File: src/sv/m4m_row_mem.sv
// row-wide synchronous memory, one write and one read port, registered read data
// no dependencies
module m4m_row_mem #(
    parameter int DEPTH = 4,
    parameter int WIDTH = 128
) (
    input  logic                     aclk,
    input  logic                     wr_en,
    input  logic [$clog2(DEPTH)-1:0] wr_addr,
    input  logic [WIDTH-1:0]         wr_data,
    input  logic                     rd_en,
    input  logic [$clog2(DEPTH)-1:0] rd_addr,
    output logic [WIDTH-1:0]         rd_data
);

    logic [WIDTH-1:0] mem [DEPTH];
    logic [WIDTH-1:0] rd_data_reg;

    // write port
    always_ff @(posedge aclk) begin
        if (wr_en) begin
            mem[wr_addr] <= wr_data;
        end
    end

    // read port, data registered when rd_en is high
    always_ff @(posedge aclk) begin
        if (rd_en) begin
            rd_data_reg <= mem[rd_addr];
        end
    end

    assign rd_data = rd_data_reg;

endmodule

File: config.mk
export PLATFORM = sky130hd
export DESIGN_NAME = m4m_row_mem
export DESIGN_NICKNAME = d
export VERILOG_FILES = /design/src/sv/m4m_row_mem.sv
export SDC_FILE = /design/constraint.sdc
export NUM_CORES = 1
export LEC_CHECK = 0
export ABC_AREA = 1
export BUFFER_PORTS_ARGS = -buffer_cell sky130_fd_sc_hd__buf_2
export CAP_MARGIN = 15
export CORE_ASPECT_RATIO = 0.6
export CORE_UTILIZATION = 40
export CTS_BUF_LIST = sky130_fd_sc_hd__clkbuf_2 sky130_fd_sc_hd__clkbuf_4 sky130_fd_sc_hd__clkbuf_8
export DETAILED_ROUTE_END_ITERATION = 8
export GPL_TIMING_DRIVEN = 0
export PLACE_DENSITY = 0.6
export SLEW_MARGIN = 20
export SYNTH_ARGS = -nofsm -noshare
export SYNTH_HDL_FRONTEND = slang
export SYNTH_SLANG_ARGS = --single-unit
File: constraint.sdc
create_clock -name aclk -period 25.2 [get_ports aclk]
set_input_delay 5.04 -clock aclk [delete_from_list [all_inputs] [get_ports aclk]]
set_output_delay 5.04 -clock aclk [all_outputs]
set_load 0.03 [all_outputs]
# Word level (Yosys, flattened, before mapping)
# Memory sizes are Yosys's and may differ from the RTL's. A register that Yosys moved wholly into a read port is not among the register bits.
# Cells that the tools add are included.
# totals
regBits,0
mem_bits_rw,512
in_bits,135
output_inout_bits,128
wordCells,3
n_memories,1
# memory_table
memory,words,word_bits,rd,rd_clocked_by_memory_dff,write_ports,line,text
mem,4,128,1,1,1,16,logic [WIDTH-1:0] mem [DEPTH];
# op_classes
mux,2
# op_table
operator,n
$mux 1,2

# Logic depth before layout (Yosys ltp)
# Gate-level depths: netlist of run 1.
# logic_depth
ltp_word,2
ltp_mapped,7
mapped_depth_nobuf,4

# Worst setup path before layout of run 1
# Ideal clock, no wire load.
# synth_timing
kind,in2reg
from,input wr_addr[1]
to,"memory mem[0][0], enable pin"
setup_time_ps,774
arrival_time_ps,13874
required_ps,24426
path_slack_ps,10552
cell_stages,1
path_buffers,0
cell_sequence,nor3_1
# synth_lines
element,line,text
"start, declared",9,"input logic [$clog2(DEPTH)-1:0] wr_addr,"
"end, declared",16,
# Straight into the memory's write port.

# Final worst setup path of run 1
# layout_timing
from,input wr_addr[1]
to,"memory mem[2][102], enable pin"
# Straight into the memory's write port.

==> results of run 1 <==
[layer usage]
layer / vias up / global-route usage [%] / wire length [µm]
met1: 7446 / 24.2 / 25600
met3: 113 / 4.53 / 3980
met4: 6 / 6.72 / 1560
li1: 7732 / - / -
met5: - / 0 / 35
met2: 450 / 30.6 / 28700
[cell usage after synthesis (all sizes together)]
cell type	n
nand3	256
edfxtp	640
buf	85
inv	517
nand2	640
nor3	4
[worst min-delay path: cells and delay by family (launching register included)]
kind          cells  cell delay [ns]
buf+inv           1             0.03
simple gates      3             0.16
flops             1             0.32
[cell type report]
cell class / count / area share (%)
clock buffers: 131 / 5.26
clock inverters: 47 / 1.23
flip-flops and latches: 640 / 62.8
multi-input cells: 900 / 12.2
well taps: 839 / 3.43
inverters: 517 / 6.35
diodes: 9 / 0.0736
plain buffers: 85 / 2.08
repair buffers: 344 / 6.62
[power by group]
| group | leakage, nW | internal, mW | switching [mW] | total, mW |
|---|---|---|---|---|
| clock network | 1.04 | 0.477 | 0.398 | 0.875 |
| logic | 6.84 | 0.0578 | 0.132 | 0.190 |
| registers | 5.96 | 1.24 | 0.0140 | 1.25 |
[kinds of logic after synthesis]
kind of cell | after synthesis
buf+inv | 602
flops | 640
simple gates | 900
[metrics by stage]
| stage | cells | area (µm²) | power (mW) | util [%] | worst slack [ns] |
|---|---|---|---|---|---|
| global placement | 3242 | 27900 | 1.47 | 44.4 | 1.94 |
| detailed placement | 3325 | 28600 | 1.47 | 45.5 | 17.83 |
| finish | 3512 | 30600 | 2.32 | 48.7 | 18.57 |
| CTS | 3503 | 30600 | 2.35 | 48.7 | 18.61 |
| global route | 3508 | 30600 | 2.41 | 48.7 | 18.48 |
| floorplan | 2142 | 25500 | 1.39 | - | 10.55 |
[worst paths after layout]
kind / from / endpoint / slack, ns / cells after the start
min: mem[0][87] / rd_data[87] / 0.60 / 4
min reg2reg: mem[0][87] / rd_data[87] / 0.60 / 4
max reg2reg: mem[1][104] / rd_data[104] / 24.28 / 4
max: wr_addr[1] / mem[2][102] / 18.57 / 10
==> flow_summary.json, run 1 <==
{
  "synthAdderAreaFrac_pct": 0,
  "place_congestion": 0.754,
  "htree_num_levels": 3,
  "grt_antenna_before_repair": 16,
  "min_hold_slack_ns": 0.602,
  "cts.sink_count": 640,
  "vias_per_cell": 4.48,
  "worst_path_most_repeated_cell": "buf_4",
  "via_count": 15700,
  "ir_drop_mv": 0.0427,
  "max-clock-path-buffers": 3,
  "worst_ep_arrival_time_ns": 7.04,
  "cts_tree": "yes",
  "design.core.area_um2": 62800,
  "placement_rows": 71,
  "dieHeight_um": 198,
  "achievable-frequency_mhz": 151,
  "timing.critical_path.buf_inv": 9,
  "finalNetCount": 2721,
  "result_of_the_run": "finished, final reports clean",
  "synth_area_um2": 25500,
  "detailedRoute.firstIterationViolations": 1083,
  "total_leakage_power_nw": 13.8,
  "critPathMaxFanout": 8,
  "main_combinational_cell_family_by_area_after_synthesis": "simple AND/OR/NAND/NOR gates",
  "maxSlewViolCount": 0,
  "globalRouteOverflowTotal": 0,
  "grt_first_pass_wirelength_mm": 90.7,
  "ctsRootBufferMaster": "clkbuf_8",
  "cts_hold_buffers": 0,
  "total_wirelength_of_the_detailed_routed_design_mm": 59.8,
  "cp_cell_sequence": "buf_2 > inv_1 > nor3_2 > buf_4 > buf_4 > buf_4 > buf_4 > buf_6 > buf_4 > buf_4",
  "final.setup_skew_ns": 0.0239,
  "initial_utilization_pct": 40.6,
  "unrepaired_setup_endpoints_after_global_routing": "no",
  "syn_area_per_cell_um2": 11.9,
  "tritoncts.num_buffers": 98,
  "post-route-drc-count": 0,
  "synth_xor_area_share_pct": 0,
  "hpwl_mm": 40.2,
  "cp_slowest_cell": "nor3_2",
  "synth_top_cell_by_area": "edfxtp_1",
  "report.final.hold_viol_count": 0,
  "grt_util_all_layers_pct": 18.7,
  "grt_max_degree": 72,
  "critical_path_type": "input pin to register",
  "synth.top_cells.by_area": "edfxtp_1 (75%), nand2_1 (9.4%), inv_1 (7.6%)",
  "seq_area_frac_synth_pct": 75.4,
  "num_io_pins": 263,
  "post_cts.repair.setup_buffers": 0,
  "finalCritPeriodShare_pct": 26.3,
  "number_of_flip_flops_under_the_largest_register_name": 512,
  "clk_pin_slew_worst_paths_ns": 0.06,
  "sequential_cell_area_um2": 19200,
  "hold_class": "register to register",
  "synth_cells": 2142,
  "max_cap_viol_count": 0,
  "route.detailed.wl_per_inst_um": 17.0,
  "die-width_um": 328,
  "synth_simple_gate_area_share_pct": 14.5,
  "most-common-layout-cells": "nand2_1 (640), edfxtp_1 (640), inv_1 (516)",
  "yosys-mux-area-fraction_pct": 0,
  "worst_setup_path_end_kind": "register",
  "p_per_area_nw_per_um2": 75.7,
  "multi_input_area_um2": 3720,
  "postRouteAntennaNets": 0,
  "io_buffers": 261,
  "setup_violations": 0,
  "cts.repair.resized": 0,
  "area_of_the_die_um2": 64800,
  "cp_slowest_stage_delay_ns": 0.41,
  "ys_ff_latch": 640,
  "flow.area_growth_from_synthesis_pct": 20.0,
  "final.min_clock_period_ns": 6.63,
  "max_slew.worst_pin.slew_ns": 0.766,
  "critical-path-top-delay-family": "buffers and inverters",
  "synth_compound_area_share_pct": 0,
  "portion_of_synthesized_cell_area_occupied_by_the_leading_cell_type_pct": 75.4,
  "first_drt_pass_iteration_count": 6,
  "synth_cell_type_count": 9,
  "relSlewSlack_pct": 48.9,
  "critPathRequiredTime_ns": 25.60,
  "synth_warnings": 0,
  "first_global_vias": 15800,
  "worst_skew_pair.late_latency_ns": 0.70,
  "post_route_cells_drive_above_1_share_pct": 22.0,
  "synthesis.nets": 2277,
  "finalSetupTns_ns": 0,
  "crit_path_start_kind": "input pin",
  "filler_cells_inserted": 5500
}
No activity file was read; power rests on OpenSTA's default activity.
==> run 2, diff against run 1 <==
clock period = 6.8 ns   (was 25.2 ns; I/O delays follow)
==> run 2 against run 1 <==
Sequential power rose to 3.7 times the previous value. Critical path depth decreased by 9. Largest cell class unchanged. Largest power group unchanged. Sequential share of layout area increased by 0.090 points.
==> flow_summary.json, run 2 (same netlist as run 1, synthesis figures left out) <==
{
  "place.detailed.instances": 3291,
  "maxSlewViolCount": 0,
  "clk_network_pwr_share_pct": 36.5,
  "total_leakage_power_nw": 13.7,
  "layout.cells.non_filler": 3472,
  "hpwl_mm": 38.4,
  "finalSetupTns_ns": 0,
  "route.detailed.wl_per_inst_um": 16.9,
  "gr-usage-met3_pct": 4.90,
  "finalCritPeriodShare_pct": 41.1,
  "relSlewSlack_pct": 53.5,
  "htree_num_levels": 3,
  "result_of_the_run": "finished, final reports clean",
  "detailedRoute.firstIterationViolations": 1022,
  "hold_class": "register to register",
  "top_usage_layer": "met2",
  "switching_share_pct": 24.1,
  "final_core_util_pct": 48.7,
  "worst_setup_path_end_kind": "output pin",
  "worst_skew_pair.late_latency_ns": 0.70,
  "cp_slowest_cell": "edfxtp_1",
  "dieHeight_um": 198,
  "post-route-drc-count": 0,
  "finalNetCount": 2684,
  "max_cap_viol_count": 0,
  "ir_drop_mv": 0.141,
  "rrSetupSlack_ns": 5.88,
  "grt_max_degree": 72,
  "sequential_cell_area_um2": 19200,
  "sequentialPowerShare_pct": 55.1,
  "power.net_switching_mw": 2.03,
  "grt_antenna_before_repair": 10,
  "final_cell_area_um2": 30600,
  "report.final.hold_viol_count": 0,
  "max_slew.worst_pin.slew_ns": 0.698,
  "filler_cells_inserted": 5530,
  "grt_util_met1_pct": 24.6,
  "critPathRequiredTime_ns": 5.44,
  "globalRouteOverflowTotal": 0,
  "design.core.area_um2": 62800,
  "critical-path-top-delay-family": "flip-flops",
  "pre_cts_slack_ns": 3.37,
  "intPower_mw": 6.39,
  "comb_power_share_pct": 8.4,
  "grt_first_pass_wirelength_mm": 89.3,
  "timing.critical_path.buf_inv": 1,
  "cts.repair.resized": 0,
  "post_route_cells_drive_above_1_share_pct": 20.8,
  "flow.area_growth_from_synthesis_pct": 19.9,
  "area_of_the_die_um2": 64800,
  "die-width_um": 328,
  "cts.sink_count": 640,
  "setup_ws_ns": 4.00,
  "num_io_pins": 263,
  "number_of_flip_flops_under_the_largest_register_name": 512,
  "first_drt_pass_iteration_count": 5,
  "ctsRootBufferMaster": "clkbuf_8",
  "final.setup_skew_ns": 0.0340,
  "place_congestion": 0.762,
  "unrepaired_setup_endpoints_after_global_routing": "no",
  "clk_pin_slew_worst_paths_ns": 0.08,
  "post_cts.repair.setup_buffers": 0,
  "postRouteAntennaNets": 0,
  "placedInstanceArea_um2": 28700,
  "initial_utilization_pct": 40.6,
  "setup_violations": 0,
  "achievable-frequency_mhz": 358,
  "max-clock-path-buffers": 3,
  "vias_per_cell": 4.50,
  "tritoncts.num_buffers": 95,
  "crit_path_start_kind": "register",
  "grt_util_all_layers_pct": 18.4,
  "total_wirelength_of_the_detailed_routed_design_mm": 58.8,
  "cts_hold_buffers": 0,
  "final.min_clock_period_ns": 2.80,
  "first_global_vias": 15600,
  "gr-usage-met2_pct": 29.5,
  "most-common-layout-cells": "nand2_1 (640), edfxtp_1 (640), inv_1 (516)",
  "worst_ep_arrival_time_ns": 1.44,
  "multi_input_area_um2": 3750,
  "cp_cell_sequence": "buf_2",
  "cts_tree": "yes",
  "p_per_area_nw_per_um2": 275,
  "critical_path_type": "register to output pin",
  "critPathMaxFanout": 1,
  "placement_rows": 71,
  "cp_slowest_stage_delay_ns": 0.50,
  "via_count": 15600,
  "io_buffers": 261
}
## run 2: path summary, 6_finish.rpt
kind,start,to,cells past startpoint
min reg2reg,mem[0][70],rd_data[70],4
min,mem[0][70],rd_data[70],4
max,rd_data[50],rd_data[50],1
max reg2reg,mem[3][43],rd_data[43],4
## run 2: layout make-up
class,instances,area share (%)
Sequential cell,640,62.9
Multi-Input combinational cell,900,12.3
Clock inverter,52,1.09
Clock buffer,122,4.96
Inverter,517,6.36
Antenna cell,7,0.0573
Tap cell,839,3.43
Buffer,85,2.08
Timing Repair Buffer,310,6.87
## run 2: power groups by stage
| stage | Clock [mW] | Combinational [mW] | Sequential (mW) |
|---|---|---|---|
| finish | 3.07 | 0.710 | 4.64 |
| global route | 3.31 | 0.786 | 4.65 |
| CTS | 3.16 | 0.721 | 4.64 |
| detailed placement | 0 | 0.718 | 4.72 |
| global placement | 0 | 0.660 | 4.75 |
| floorplan | 0 | 0.286 | 4.85 |
## run 2: through the flow
stage | hold slack [ns] | power [mW]
final | 0.599 | 8.42
after global routing | 0.635 | 8.75
after CTS | 0.604 | 8.52
after detailed placement | 0.595 | 5.44
after global placement | 0.593 | 5.41
after floorplan | 0.574 | 5.13
## run 2: metal layers
metal	part of all wire [%]	routed length, µm
met5	0.13	77
met3	7.8	4610
met1	44	25600
met4	2.0	1200
met2	46	27300
## run 2: worst reg2reg max path: cells and delay by family, from the launching register on
kind | cells | cell delay (ns)
flip-flops | 1 | 0.35
buffers and inverters | 1 | 0.06
AND/OR/NAND/NOR | 3 | 0.24
